File: config.mk
export PLATFORM = sky130hd
export DESIGN_NAME = pba_ctrl
export DESIGN_NICKNAME = d
export VERILOG_FILES = /design/src/pba_pkg.sv /design/src/pba_ctrl.sv
export SDC_FILE = /design/constraint.sdc
export NUM_CORES = 1
export LEC_CHECK = 0
export ABC_AREA = 1
export BUFFER_PORTS_ARGS = -buffer_cell sky130_fd_sc_hd__buf_2
export CAP_MARGIN = 0
export CORE_AREA = 3 3 40 42
export CTS_BUF_LIST = sky130_fd_sc_hd__clkbuf_4
export DETAILED_ROUTE_END_ITERATION = 10
export DIE_AREA = 0 0 43 45
export PLACE_DENSITY = 0.68
export SLEW_MARGIN = 20
export SYNTH_ARGS = -nofsm -noshare
export SYNTH_HDL_FRONTEND = slang
export SYNTH_SLANG_ARGS = --single-unit
File: constraint.sdc
create_clock -name clk -period 1.68 [get_ports clk]
set_clock_uncertainty 0.2 [all_clocks]
set_input_delay 0.084 -clock clk [delete_from_list [all_inputs] [get_ports clk]]
set_output_delay 0.084 -clock clk [all_outputs]
set_load 0.01 [all_outputs]
File: src/pba_pkg.sv
`default_nettype none
// ----------------------------------------------------------------------------
// pba_pkg
// Types, codes and helpers shared by the page bitmap allocator modules.
// ----------------------------------------------------------------------------
package pba_pkg;

    localparam int WORD_BITS  = 64;
    localparam int CFG_W      = 9;
    localparam int ADDR_OUT_W = 26;
    localparam int CNT_W      = 15;

    localparam logic [CFG_W-1:0] WORDS_IN_USE_RESET = 9'd256;

    typedef enum logic [1:0] {
        OP_ALLOC_ANY = 2'd0,
        OP_ALLOC_AT  = 2'd1,
        OP_FREE      = 2'd2,
        OP_QUERY     = 2'd3
    } op_t;

    typedef struct packed {
        op_t         op;
        logic [31:0] page_address;
    } req_t;

    typedef struct packed {
        logic [ADDR_OUT_W-1:0] alloc_address;
        logic                  success;
        logic                  page_was_free;
        logic [CNT_W-1:0]      free_pages;
        logic [CNT_W-1:0]      used_pages;
        logic [CNT_W-1:0]      total_pages;
    } rsp_t;

    typedef struct packed {
        logic clr_we;
        logic load;
        logic rd_tgt;
        logic decide;
        logic take_tgt;
        logic free_tgt;
        logic scan_from_lf;
        logic scan_from_next;
        logic scan_rd;
        logic scan_step;
        logic take_hit;
        logic lf_hit;
        logic lf_none;
    } cmd_t;

    typedef struct packed {
        op_t  op;
        logic tgt_in_range;
        logic tgt_bit_set;
        logic tgt_eq_lf;
        logic scan_oob;
        logic scan_next_oob;
        logic scan_hit;
        logic clr_last;
    } status_t;

    // index of the lowest set bit
    function automatic logic [5:0] first_one(input logic [WORD_BITS-1:0] v);
        logic [5:0] idx;
        idx = '0;
        for (int i = WORD_BITS - 1; i >= 0; i--) begin
            if (v[i]) begin
                idx = 6'(i);
            end
        end
        return idx;
    endfunction

endpackage
`default_nettype wire

File: src/pba_ctrl.sv
`default_nettype none
// ----------------------------------------------------------------------------
// pba_ctrl
// Sequencer for the allocator: clear pass, page lookup and next-free scans.
// ----------------------------------------------------------------------------
module pba_ctrl (
    input  wire logic            clk,
    input  wire logic            rst_n,
    input  wire logic            start,
    input  wire pba_pkg::op_t    req_op,
    input  wire pba_pkg::status_t status,
    output pba_pkg::cmd_t        cmd,
    output logic                 busy,
    output logic                 done
);

    typedef enum logic [2:0] {
        S_CLEAR,
        S_IDLE,
        S_READ,
        S_DECIDE,
        S_SCAN_RD,
        S_SCAN_EV,
        S_RESULT
    } state_t;

    state_t state_reg, state_next;
    logic   first_reg, first_next;
    logic   busy_reg, busy_next;
    logic   done_reg, done_next;

    always_comb
    begin
        state_next = state_reg;
        first_next = first_reg;
        cmd        = '0;
        case (state_reg)
            S_CLEAR:
            begin
                cmd.clr_we = 1'b1;
                if (status.clr_last)
                begin
                    state_next = S_IDLE;
                end
            end
            S_IDLE:
            begin
                if (start)
                begin
                    cmd.load = 1'b1;
                    if (req_op == pba_pkg::OP_ALLOC_ANY)
                    begin
                        cmd.scan_from_lf = 1'b1;
                        first_next       = 1'b1;
                        state_next       = S_SCAN_RD;
                    end
                    else
                    begin
                        first_next = 1'b0;
                        state_next = S_READ;
                    end
                end
            end
            S_READ:
            begin
                cmd.rd_tgt = 1'b1;
                state_next = S_DECIDE;
            end
            S_DECIDE:
            begin
                cmd.decide = 1'b1;
                state_next = S_RESULT;
                if (status.op == pba_pkg::OP_ALLOC_AT && status.tgt_in_range &&
                    !status.tgt_bit_set)
                begin
                    cmd.take_tgt = 1'b1;
                    if (status.tgt_eq_lf)
                    begin
                        cmd.scan_from_next = 1'b1;
                        state_next         = S_SCAN_RD;
                    end
                end
                else if (status.op == pba_pkg::OP_FREE && status.tgt_in_range &&
                         status.tgt_bit_set)
                begin
                    cmd.free_tgt = 1'b1;
                end
            end
            S_SCAN_RD:
            begin
                if (status.scan_oob)
                begin
                    cmd.lf_none = 1'b1;
                    state_next  = S_RESULT;
                end
                else
                begin
                    cmd.scan_rd = 1'b1;
                    state_next  = S_SCAN_EV;
                end
            end
            S_SCAN_EV:
            begin
                if (status.scan_hit)
                begin
                    if (first_reg)
                    begin
                        cmd.take_hit = 1'b1;
                        first_next   = 1'b0;
                        state_next   = S_SCAN_RD;
                    end
                    else
                    begin
                        cmd.lf_hit = 1'b1;
                        state_next = S_RESULT;
                    end
                end
                else if (status.scan_next_oob)
                begin
                    cmd.lf_none = 1'b1;
                    state_next  = S_RESULT;
                end
                else
                begin
                    cmd.scan_step = 1'b1;
                end
            end
            S_RESULT:
            begin
                state_next = S_IDLE;
            end
            default:
            begin
                state_next = S_IDLE;
            end
        endcase
        busy_next = (state_next != S_IDLE);
        done_next = (state_next == S_RESULT);
    end

    always_ff @(posedge clk or negedge rst_n)
    begin
        if (!rst_n)
        begin
            state_reg <= S_CLEAR;
            first_reg <= 1'b0;
            busy_reg  <= 1'b1;
            done_reg  <= 1'b0;
        end
        else
        begin
            state_reg <= state_next;
            first_reg <= first_next;
            busy_reg  <= busy_next;
            done_reg  <= done_next;
        end
    end

    assign busy = busy_reg;
    assign done = done_reg;

    a_done_single: assert property (@(posedge clk) disable iff (!rst_n)
        done |=> !done)
        else $error("done strobe longer than one cycle");

    a_done_busy: assert property (@(posedge clk) disable iff (!rst_n)
        done |-> busy)
        else $error("result while not busy");

    a_accept_busy: assert property (@(posedge clk) disable iff (!rst_n)
        (start && !busy) |=> busy)
        else $error("busy not raised after accepted transaction");

endmodule
`default_nettype wire

Word-level counts from Yosys, hierarchy flattened
Cells that the tools add are included.
{ "op_classes": {"eq_ne": 11, "mux": 39, "n_reduce_logical": 9} }
{ "op_table": {"columns": ["cell", "n"], "rows": [
  ["$mux W1", 24],
  ["$mux W3", 8],
  ["$pmux W3 S6", 1],
  ["$eq A3 B3 Y1 const B", 3],
  ["$mux W2", 4],
  ["$eq A3 B2 Y1 const B", 2],
  ["$logic_and A1 B1 Y1", 4],
  ["$ne A2 B2 Y1 const B", 2],
  ["$pmux W1 S2", 2],
  ["$eq A3 B1 Y1 const B", 1],
  ["$logic_not A3 Y1", 1],
  ["$ne A3 B1 Y1 const B", 1],
  ["$reduce_and A3 Y1", 1],
  ["$eq A2 B1 Y1 const B", 1],
  ["$eq A2 B2 Y1 const B", 1],
  ["$logic_not A2 Y1", 1],
  ["$reduce_bool A2 Y1", 1],
  ["$logic_not A1 Y1", 1]
]} }
{ "totals": {"reg_bits": 6, "out_inout_bits": 15} }

Logic depth before layout (Yosys ltp)
Gate-level depths: netlist of the first run.
{ "logic_depth": {"ltp_word": 6, "mapped_depth": 8, "depth_no_buf": 7} }

Worst setup path after synthesis of the first run
OpenSTA, ideal clock, no wires.
{ "synth_path": {"path_kind": "register -> output", "from": "reg state_reg[2]", "to": "out cmd[7] (netlist name)", "arrival_ps": 1142, "t_required_ps": 1396, "path_slack_ps": 254, "stages_incl_launch_ff": 6, "path_buffers": 0, "cell_sequence": "dfrtp_1 > inv_2 > nand3_2 > inv_1 > nand3_1 > nor3b_1"} }
{ "synth_lines": {"columns": ["element", "line", "text"], "rows": [
  ["start, declared", "pba_ctrl.sv:27", "state_t state_reg, state_next;"],
  ["start signal, assigned", "pba_ctrl.sv:152", "state_reg <= state_next;"],
  ["end, declared", "pba_ctrl.sv:12", "output pba_pkg::cmd_t cmd,"]
]} }

==> impl_metrics.sql, run 1 <==
INSERT INTO impl_metrics (metric_group, metric, value, unit) VALUES
('run_status', 'status', 'completed', ''),
('grt', 'global_route_wire_length_before_repair', '1938', 'um'),
('setup_path', 'timing.critical_path.to_type', 'output port', ''),
('routing', 'vias', '580', ''),
('timing', 'clock.fmax', '0.5992', 'GHz'),
('setup_path', 'path_cells', 'inv_2 > nand2_2 > nor2_4 > inv_2 > o31ai_2 > buf_2', ''),
('clock_tree', 'clock_sinks', '6', ''),
('grt', 'largest_net_degree_at_the_start_of_global_routing', '9', ''),
('clock_tree', 'clock_tree.buffer_depth', '2', ''),
('setup_path', 'reg2reg_depth', '8', ''),
('placed_design', 'detailed_place_hpwl', '970.6', 'um'),
('setup_path', 'start_kind', 'flip-flop', ''),
('synthesis', 'synthesis.instances', '74', ''),
('setup_path', 'critPathMostFrequentCell', 'inv_2', ''),
('synthesis', 'synth.cells.most_frequent', '14 x inv_1, 14 x nand2_1, 13 x nor2_1, 10 x nand3_1, 5 x dfrtp_1', ''),
('timing', 'fin_crit_sh', '0.9935', ''),
('pwr', 'power_frac_comb', '0.605', ''),
('placed_design', 'routability_congestion_estimate', '0.8188', ''),
('grt', 'groute.usage.overall', '0.1329', ''),
('synthesis', 'yosys.area.top_type', 'dfrtp_1', ''),
('worst_hold_path', 'worst_hold_path_type', 'primary input to flip-flop', ''),
('finish', 'stdcell_count', '131', ''),
('routing', 'detail_route.vias_per_cell', '4.427', ''),
('setup_path', 'crit-reg2reg-launch', 'state_reg[1]$_DFF_PN0_', ''),
('synthesis', 'post_synthesis_sequential_area_ratio', '0.3235', ''),
('synthesis', 'syn-cell-area', '467.9', 'um^2'),
('setup_path', 'crit-reg2reg-capture', 'done$_DFF_PN0_', ''),
('finish', 'area_growth', '62.30', '%'),
('synthesis', 'muxShareOfSynthArea', '0', ''),
('finish', 'largest_reg_flops', '3', ''),
('synthesis', 'post_synth_main_area_contributors', 'dfrtp_1 27%, inv_1 11%, nand2_1 11%', ''),
('floorplan', 'die_x', '43', 'um'),
('finish', 'antenna-diode-count', '0', ''),
('pwr', 'power_density', '1542', 'nW/um^2'),
('routing', 'drc', '0', ''),
('placed_design', 'portBuffers', '28', ''),
('routing', 'route.detailed.wl_per_inst', '10.02', 'um'),
('timing', 'slew_headroom', '0.8410', ''),
('timing', 'finalHoldViolations', '0', ''),
('floorplan', 'top_level_ports', '29', ''),
('pwr', 'total_switching_power', '530.3', 'uW'),
('synthesis', 'syn_area_per_cell', '6.324', 'um^2'),
('timing', 'rsz0062_at_grt', 'true', ''),
('setup_path', 'crit_path_top_delay_cell', 'dfrtp_2', ''),
('pwr', 'netSwitchingFraction', '0.4529', ''),
('floorplan', 'fp-row-count', '13', ''),
('timing', 'setup_viol_count_final', '0', ''),
('setup_path', 'cp_data_required_time', '1400', 'ps'),
('synthesis', 'dominant_combinational_cell_family_by_area_after_synthesis', 'simple AND/OR/NAND/NOR gates', ''),
('setup_path', 'regToRegSetupSlack', '170', 'ps'),
('routing', 'first_iter_violations', '9', ''),
('clock_tree', 'htreeDepth', '1', ''),
('routing', 'firstDrtPassIters', '4', ''),
('timing', 'setup_slack_of_the_critical_path_after_layout', '11.00', 'ps'),
('clock_tree', 'clk_root_buf', 'clkbuf_4', ''),
('synthesis', 'synth.yosys.warnings', '0', ''),
('synthesis', 'synth_simple_gate_area_frac', '0.4759', ''),
('finish', 'drive_gt1_frac', '0.5000', ''),
('setup_path', 'worst-path-max-fanout', '5', ''),
('clock_tree', 'tritoncts.num_buffers', '3', ''),
('setup_path', 'crit_path_max_incr_delay', '440', 'ps'),
('synthesis', 'xor_xnor_cell_area_share_of_the_yosys_netlist', '0', ''),
('synthesis', 'synthDistinctLibCells', '17', ''),
('setup_path', 'critical_path_cell_count', '6', ''),
('finish', 'final_cell_area', '759.5', 'um^2'),
('clock_tree', 'path_clk_slew', '50', 'ps'),
('finish', 'final_core_util', '0.5910', ''),
('synthesis', 'ys_seq_elements', '6', ''),
('timing', 'worstMarginPinSlew', '237.7', 'ps'),
('worst_hold_path', 'hold_depth', '5', ''),
('grt', 'grt_pass1_vias', '481', '');
kinds of logic (layout without fill, tap and decap cells):
group	after synthesis	count (layout)
AND/OR/NAND/NOR	47	47
flip-flops	6	6
buffers and inverters	17	59
AO/OA/AOI/OAI	4	4
per-stage QoR:
step	setup TNS (ps)	total power, uW
after floorplan	0	685.7
after global placement	0	822.7
after detailed placement	0	831.3
after CTS	-13.16	1022
after global routing	-77.30	1279
final	0	1171
metal layers:
layer  up-vias  track usage  wire [um]
li1        314            -          -
met1       245       0.1683        570
met2        19       0.2156        645
met3         2      0.04781         81
met4         0      0.03614         15
met5         -            0          0
cell type report:
cell class              count  area [um^2]
fillers                   119        525.5
clock buffers               4        30.03
repair buffers             39        230.2
multi-input cells          51        265.3
well taps                  15        18.77
flip-flops and latches      6        155.1
inverters                  16        60.06
worst min-delay path, stage by stage:
cell     delay (ps)
buf_2            80
nand3_1          60
nand2_1          70
nor2_1           60
nand2_1          70
worst max-delay path by stage:
stage | to | start | slack [ps]
6_report | cmd[0] | state_reg[1]$_DFF_PN0_ | 10
5_1_grt | cmd[0] | state_reg[1]$_DFF_PN0_ | -60
4_1_cts | cmd[0] | state_reg[1]$_DFF_PN0_ | -10
3_5_place_dp | cmd[0] | state_reg[1]$_DFF_PN0_ | 220
3_3_place_gp | cmd[0] | state_reg[1]$_DFF_PN0_ | 210
2_1_floorplan | cmd[7] | state_reg[2]$_DFF_PN0_ | 250
power by group through the flow:
stage / Combinational, uW / Sequential, uW / Clock [uW]
5_1_grt: 790 / 309 / 179
4_1_cts: 548 / 309 / 165
3_5_place_dp: 525 / 306 / 0
3_3_place_gp: 521 / 302 / 0
2_1_floorplan: 407 / 279 / 0
6_report: 708 / 302 / 160
placed cells by master (no fill, tap or decap), drive strengths merged:
| master | Yosys | final |
|---|---|---|
| dlygate4sd3 | 0 | 3 |
| dfrtp | 5 | 5 |
| clkbuf | 0 | 4 |
| inv | 16 | 16 |
| nand3 | 12 | 12 |
| o21ai | 3 | 3 |
| dfstp | 1 | 1 |
| nand2 | 15 | 15 |
| nor3b | 1 | 1 |
| nand3b | 1 | 1 |
| nor3 | 1 | 1 |
| nor2 | 16 | 16 |
| buf | 1 | 36 |
| nor4 | 1 | 1 |
| o31ai | 1 | 1 |
repair_timing:
action / in CTS / in global routing
hold buffers: 3 / 0
setup endpoints to repair: 2 / 4
pin swaps: 0 / 3
endpoints found under the hold margin: 7 / 0
buffers inserted: 1 / 7
gates resized for setup: 2 / 8
No activity file was read; power rests on OpenSTA's default activity.
==> run 2: changes to the inputs <==
- PLACE_DENSITY: 0.68 -> 0.66
- REMOVE_ABC_BUFFERS: not set -> 1
==> run 2 against run 1 <==
Hold slack worse by 15 ps. Design area decreased by 3.3%. Cell count decreased by 2.3%. Non-clock buffer count decreased by 3. Clock power hardly changed. Core utilization down 1.9 points. Combinational power fell by 8.9%. Die area stayed put. Largest cell class unchanged. Largest power group unchanged. Highest routed layer unchanged.
==> impl_metrics.sql, run 2 (synthesis gave the netlist of run 1 again) <==
INSERT INTO impl_metrics (metric_group, metric, value, unit) VALUES
('run_status', 'status', 'completed', ''),
('floorplan', 'fp-row-count', '13', ''),
('timing', 'setup_slack_of_the_critical_path_after_layout', '43.50', 'ps'),
('clock_tree', 'tritoncts.num_buffers', '3', ''),
('worst_hold_path', 'worst_hold_path_type', 'primary input to flip-flop', ''),
('timing', 'setup_viol_count_final', '0', ''),
('floorplan', 'top_level_ports', '29', ''),
('grt', 'overflow', '0', ''),
('routing', 'firstDrtPassIters', '4', ''),
('floorplan', 'initial_core_util', '0.3642', ''),
('run', 'drv.max_cap_violation_count', '0', ''),
('routing', 'route.detailed.wl_per_inst', '10.22', 'um'),
('clock_tree', 'clock_sinks', '6', ''),
('floorplan', 'die_area', '1935', 'um^2'),
('grt', 'grt_pass1_vias', '513', ''),
('worst_hold_path', 'hold_depth', '4', ''),
('floorplan', 'die_height', '45', 'um'),
('clock_tree', 'path_clk_slew', '50', 'ps'),
('placed_design', 'dp.cells', '116', ''),
('finish', 'largest_reg_flops', '3', ''),
('pwr', 'power.ir.vdd_worst', '745.7', 'uV'),
('setup_path', 'crit_path_top_delay_cell', 'dfrtp_2', ''),
('finish', 'fill_cells', '137', ''),
('finish', 'drive_gt1_frac', '0.4779', ''),
('timing', 'fin_crit_sh', '0.9741', ''),
('routing', 'first_iter_violations', '11', ''),
('timing', 'final-max-slew-violation-count', '0', ''),
('finish', 'final_cell_mix', '28 x buf_2, 13 x nor2_1, 13 x nand2_1', ''),
('finish', 'final_cell_area', '734.5', 'um^2'),
('finish', 'design.final.nets', '128', ''),
('setup_path', 'path_cells', 'inv_2 > nand2_2 > nor2_4 > inv_2 > o31ai_2 > buf_2', ''),
('placed_design', 'detailed_place_hpwl', '1023', 'um'),
('grt', 'initial_antenna_violation_count', '0', ''),
('timing', 'rsz0062_at_grt', 'true', ''),
('setup_path', 'crit_type', 'flip-flop to output port', ''),
('finish', 'stdcell_count', '128', ''),
('setup_path', 'worst-path-max-fanout', '7', ''),
('setup_path', 'crit-reg2reg-launch', 'state_reg[2]$_DFF_PN0_', ''),
('clock_tree', 'insertion_delay', '240', 'ps'),
('setup_path', 'start_kind', 'flip-flop', ''),
('placed_design', 'routability_congestion_estimate', '0.7493', ''),
('placed_design', 'dpl_worst_slack', '223.7', 'ps'),
('clock_tree', 'clk_root_buf', 'clkbuf_4', ''),
('placed_design', 'dpl_cell_area', '615.6', 'um^2'),
('setup_path', 'cp.buffers_inverters', '3', ''),
('routing', 'ant_nets', '0', ''),
('setup_path', 'timing.critical_path.to_type', 'output port', ''),
('pwr', 'power_density', '1511', 'nW/um^2'),
('setup_path', 'critical_path_cell_count', '6', ''),
('grt', 'largest_net_degree_at_the_start_of_global_routing', '9', ''),
('finish', 'area_growth', '56.95', '%'),
('clock_tree', 'cts_tree', 'built', ''),
('setup_path', 'reg2reg_depth', '8', ''),
('grt', 'groute.usage.overall', '0.1371', ''),
('pwr', 'reported_leakage_power', '0.0004516', 'uW'),
('routing', 'postRouteWirelength', '1308', 'um'),
('timing', 'period_needed', '1636', 'ps'),
('setup_path', 'critPathMostFrequentCell', 'inv_2', ''),
('timing', 'setup-tns-final', '0', 'ps'),
('timing', 'worstMarginPinSlew', '219.6', 'ps'),
('placed_design', 'portBuffers', '28', ''),
('clock_tree', 'clock_tree.buffer_depth', '2', ''),
('setup_path', 'cp_data_required_time', '1400', 'ps'),
('timing', 'slew_headroom', '0.8521', ''),
('worst_hold_path', 'hold_start', 'status[1]', ''),
('routing', 'vias', '589', ''),
('timing', 'finalHoldViolations', '0', ''),
('finish', 'antenna-diode-count', '0', ''),
('setup_path', 'timing.critical_path.arrival', '1350', 'ps'),
('setup_path', 'crit_path_max_incr_delay', '450', 'ps'),
('pwr', 'total_power_consumption_of_the_routed_design', '1110', 'uW'),
('timing', 'clock.fmax', '0.6111', 'GHz'),
('clock_tree', 'htreeDepth', '1', ''),
('routing', 'detail_route.vias_per_cell', '4.602', ''),
('grt', 'global_route_wire_length_before_repair', '2070', 'um'),
('finish', 'mostFrequentLayoutCell', 'buf_2', ''),
('routing', 'drc', '0', ''),
('setup_path', 'startpoint', 'state_reg[1]$_DFF_PN0_', ''),
('floorplan', 'core_region_area', '1285', 'um^2'),
('setup_path', 'worst_path_dominant_cell_family', 'flip-flops', ''),
('floorplan', 'die_x', '43', 'um');
run 2: final cells by class:
| type | instances | area [um^2] | area share |
|---|---|---|---|
| clock buffers | 4 | 30.03 | 0.04089 |
| well taps | 15 | 18.77 | 0.02555 |
| inverters | 16 | 60.06 | 0.08177 |
| flip-flops and latches | 6 | 155.1 | 0.2112 |
| repair buffers | 36 | 207.7 | 0.2828 |
| multi-input cells | 51 | 262.8 | 0.3578 |
run 2: timing repair:
action                                  in CTS  in global routing
hold endpoints to repair                     6                  0
pin swaps                                    0                  1
endpoints found under the setup margin       2                  5
resized for setup                            1                  8
hold buffers                                 3                  0
buffers inserted                             1                  4
run 2: per-stage QoR:
step,hold WS [ps],utilization
2_1_floorplan,-411.6,-
3_3_place_gp,-289.3,0.4791
3_5_place_dp,-282.5,0.4791
4_1_cts,7.029,0.5326
5_1_grt,47.73,0.5716
6_report,9.398,0.5716
run 2: path summary, 6_finish.rpt:
path / slack [ps] / end
setup / recovery: 40 / cmd[0]
hold / removal: 9 / first_reg$_DFFE_PN0P_
setup reg to reg: 210 / done$_DFF_PN0_
hold reg to reg: 390 / first_reg$_DFFE_PN0P_
max in group asynchronous: 550 / state_reg[0]$_DFF_PN0_
min in group asynchronous: 130 / busy$_DFF_PN1_
run 2: power by group:
part / internal [uW] / switching (uW)
Clock: 106 / 53.3
Sequential: 227 / 78.3
Combinational: 269 / 377
Total: 601 / 508
run 2: tightest hold or removal path: stages:
cell and delay [ps]:
buf_2 120, nand2_1 70, inv_1 50, o21ai_0 70
run 2: per-layer routing:
layer	wire (um)	GRT usage	vias to the layer above	part of all wire
li1	-	-	311	-
met1	583	0.1732	253	0.45
met2	621	0.2275	23	0.47
met3	90	0.02390	2	0.069
met4	12	0.06627	0	0.0092
met5	0	0	-	0
==> run 3: changes to the inputs <==
==> constraint.sdc (replaced) <==
create_clock -name clk -period 1.68 [get_ports clk]
set_clock_uncertainty 0.2 [all_clocks]
set_input_delay 0.252 -clock clk [delete_from_list [all_inputs] [get_ports clk]]
set_output_delay 0.252 -clock clk [all_outputs]
set_load 0.01 [all_outputs]
==> run 3 against run 2 <==
The run now ends with setup timing left. Die area is the same. Largest power group unchanged. Critical endpoint is now cmd[1]. Global-route usage rose by 3.1 points. Combinational power increased by 48%. Sequential power about the same. Sequential share of layout area fell by 3.3 points. Non-clock buffer count rose by 6. First-iteration DRC count fell by 9.1%. Design area rose by 19%. Wire length grew 38%. Power rose by 29%.
==> impl_metrics.sql, run 3 (synthesis gave the netlist of run 1 again) <==
INSERT INTO impl_metrics (metric_group, metric, value, unit) VALUES
('clock_tree', 'path_clk_slew', '60', 'ps'),
('clock_tree', 'cts_tree', 'built', ''),
('finish', 'final_cell_mix', '25 x buf_2, 12 x nand2_1, 11 x inv_1', ''),
('clock_tree', 'clk_root_buf', 'clkbuf_4', ''),
('floorplan', 'die_x', '43', 'um'),
('floorplan', 'die_height', '45', 'um'),
('timing', 'final-max-slew-violation-count', '0', ''),
('grt', 'overflow', '0', ''),
('setup_path', 'cp_data_required_time', '1230', 'ps'),
('finish', 'area_growth', '86.36', '%'),
('timing', 'clock.fmax', '0.5587', 'GHz'),
('finish', 'largest_reg_flops', '3', ''),
('floorplan', 'fp-row-count', '13', ''),
('finish', 'design.final.nets', '134', ''),
('grt', 'grt_pass1_vias', '587', ''),
('run_status', 'violations_in_the_final_reports', 'setup timing', ''),
('floorplan', 'core_region_area', '1285', 'um^2'),
('grt', 'global_route_wire_length_before_repair', '2408', 'um'),
('timing', 'period_needed', '1790', 'ps'),
('clock_tree', 'tritoncts.num_buffers', '3', ''),
('pwr', 'reported_leakage_power', '0.0004931', 'uW'),
('setup_path', 'timing.critical_path.to_type', 'output port', ''),
('routing', 'ant_nets', '0', ''),
('floorplan', 'top_level_ports', '29', ''),
('timing', 'setup_slack_of_the_critical_path_after_layout', '-109.9', 'ps'),
('timing', 'setup-tns-final', '-583.3', 'ps'),
('finish', 'drive_gt1_frac', '0.6050', ''),
('finish', 'antenna-diode-count', '0', ''),
('timing', 'worst_hold_slack', '140.3', 'ps'),
('pwr', 'power_density', '1641', 'nW/um^2'),
('grt', 'groute.usage.overall', '0.1685', ''),
('run_status', 'status', 'complete, but fails checks', ''),
('timing', 'rsz0062_at_grt', 'true', ''),
('placed_design', 'portBuffers', '28', ''),
('timing', 'worstMarginPinSlew', '293.3', 'ps'),
('clock_tree', 'clock_tree.buffer_depth', '2', ''),
('routing', 'postRouteWirelength', '1803', 'um'),
('timing', 'fin_crit_sh', '1.065', ''),
('timing', 'setup_viol_count_final', '11', ''),
('placed_design', 'routability_congestion_estimate', '0.7811', ''),
('finish', 'fill_cells', '112', ''),
('routing', 'detail_route.vias_per_cell', '4.948', ''),
('finish', 'mostFrequentLayoutCell', 'buf_2', ''),
('clock_tree', 'insertion_delay', '260', 'ps'),
('routing', 'first_iter_violations', '10', ''),
('setup_path', 'start_kind', 'flip-flop', ''),
('pwr', 'total_power_consumption_of_the_routed_design', '1431', 'uW'),
('routing', 'route.detailed.wl_per_inst', '13.46', 'um'),
('floorplan', 'initial_core_util', '0.3642', ''),
('clock_tree', 'clock_sinks', '6', ''),
('setup_path', 'crit_type', 'flip-flop to output port', ''),
('routing', 'firstDrtPassIters', '4', ''),
('clock_tree', 'htreeDepth', '1', ''),
('placed_design', 'detailed_place_hpwl', '985.3', 'um'),
('run', 'drv.max_cap_violation_count', '0', ''),
('timing', 'finalHoldViolations', '0', ''),
('routing', 'drc', '0', ''),
('pwr', 'power.ir.vdd_worst', '761.5', 'uV'),
('worst_hold_path', 'worst_hold_path_type', 'primary input to async pin', ''),
('setup_path', 'timing.critical_path.arrival', '1340', 'ps'),
('grt', 'largest_net_degree_at_the_start_of_global_routing', '7', ''),
('timing', 'slew_headroom', '0.8024', ''),
('routing', 'vias', '663', ''),
('setup_path', 'worst-path-max-fanout', '4', ''),
('grt', 'initial_antenna_violation_count', '0', ''),
('floorplan', 'die_area', '1935', 'um^2');
-- run 3: changes by cell type in the layout (fill, tap and decap cells not counted), sizes merged --
cell         change
buf              +8
dlygate4sd3      -2
-- run 3: final cells by class --
class                           count  area (um^2)  area share
Clock buffer                        4        30.03     0.03443
Inverter                           16        60.06     0.06887
Multi-Input combinational cell     51        330.3      0.3788
Sequential cell                     6        155.1      0.1779
Tap cell                           15        18.77     0.02152
Timing Repair Buffer               42        277.8      0.3185
-- run 3: power by group --
group	internal [uW]	switching, uW
sequential	226	79.8
clock	107	64.5
combinational	426	528
total	759	672
-- run 3: worst max-delay path: stages, from the launching register on --
cell and delay (ps):
dfrtp_2 430, inv_2 80, nand2_2 60, nor2_4 110, buf_6 110, nand2_2 50
nor2_1 90, buf_2 140
-- run 3: per-stage QoR --
| step | cells | util | cell area, um^2 | worst slack, ps |
|---|---|---|---|---|
| finish | 134 | 0.6787 | 872.1 | -109.9 |
| global route | 134 | 0.6787 | 872.1 | -178.5 |
| CTS | 132 | 0.5988 | 769.5 | -126.1 |
| detailed placement | 117 | 0.4849 | 623.1 | 87.69 |
| global placement | 117 | 0.4849 | 623.1 | 91.10 |
| floorplan | 73 | - | 456.7 | 81.19 |
-- run 3: path summary, 6_finish.rpt --
check,from,to,slack (ps),cells after the start
max reg2reg,state_reg[2]$_DFF_PN0_,done$_DFF_PN0_,120,9
max,state_reg[1]$_DFF_PN0_,cmd[1],-110,7
max in group asynchronous,rst_n,busy$_DFF_PN1_,890,2
min,rst_n,first_reg$_DFFE_PN0P_,140,2
min reg2reg,first_reg$_DFFE_PN0P_,first_reg$_DFFE_PN0P_,410,2
min in group clk,status[1],first_reg$_DFFE_PN0P_,140,4
-- run 3: what timing repair did --
item | in CTS | in global routing
hold buffers | 1 | 0
endpoints found under the hold margin | 6 | 0
setup endpoints to repair | 9 | 11
resized for setup | 13 | 18
setup buffers | 10 | 3
pin swaps | 3 | 6
-- run 3: layer usage --
layer	part of all wire	GRT usage
met1	0.35	0.1769
met3	0.063	0.01594
met5	0	0
met2	0.54	0.3204
met4	0.042	0.1084
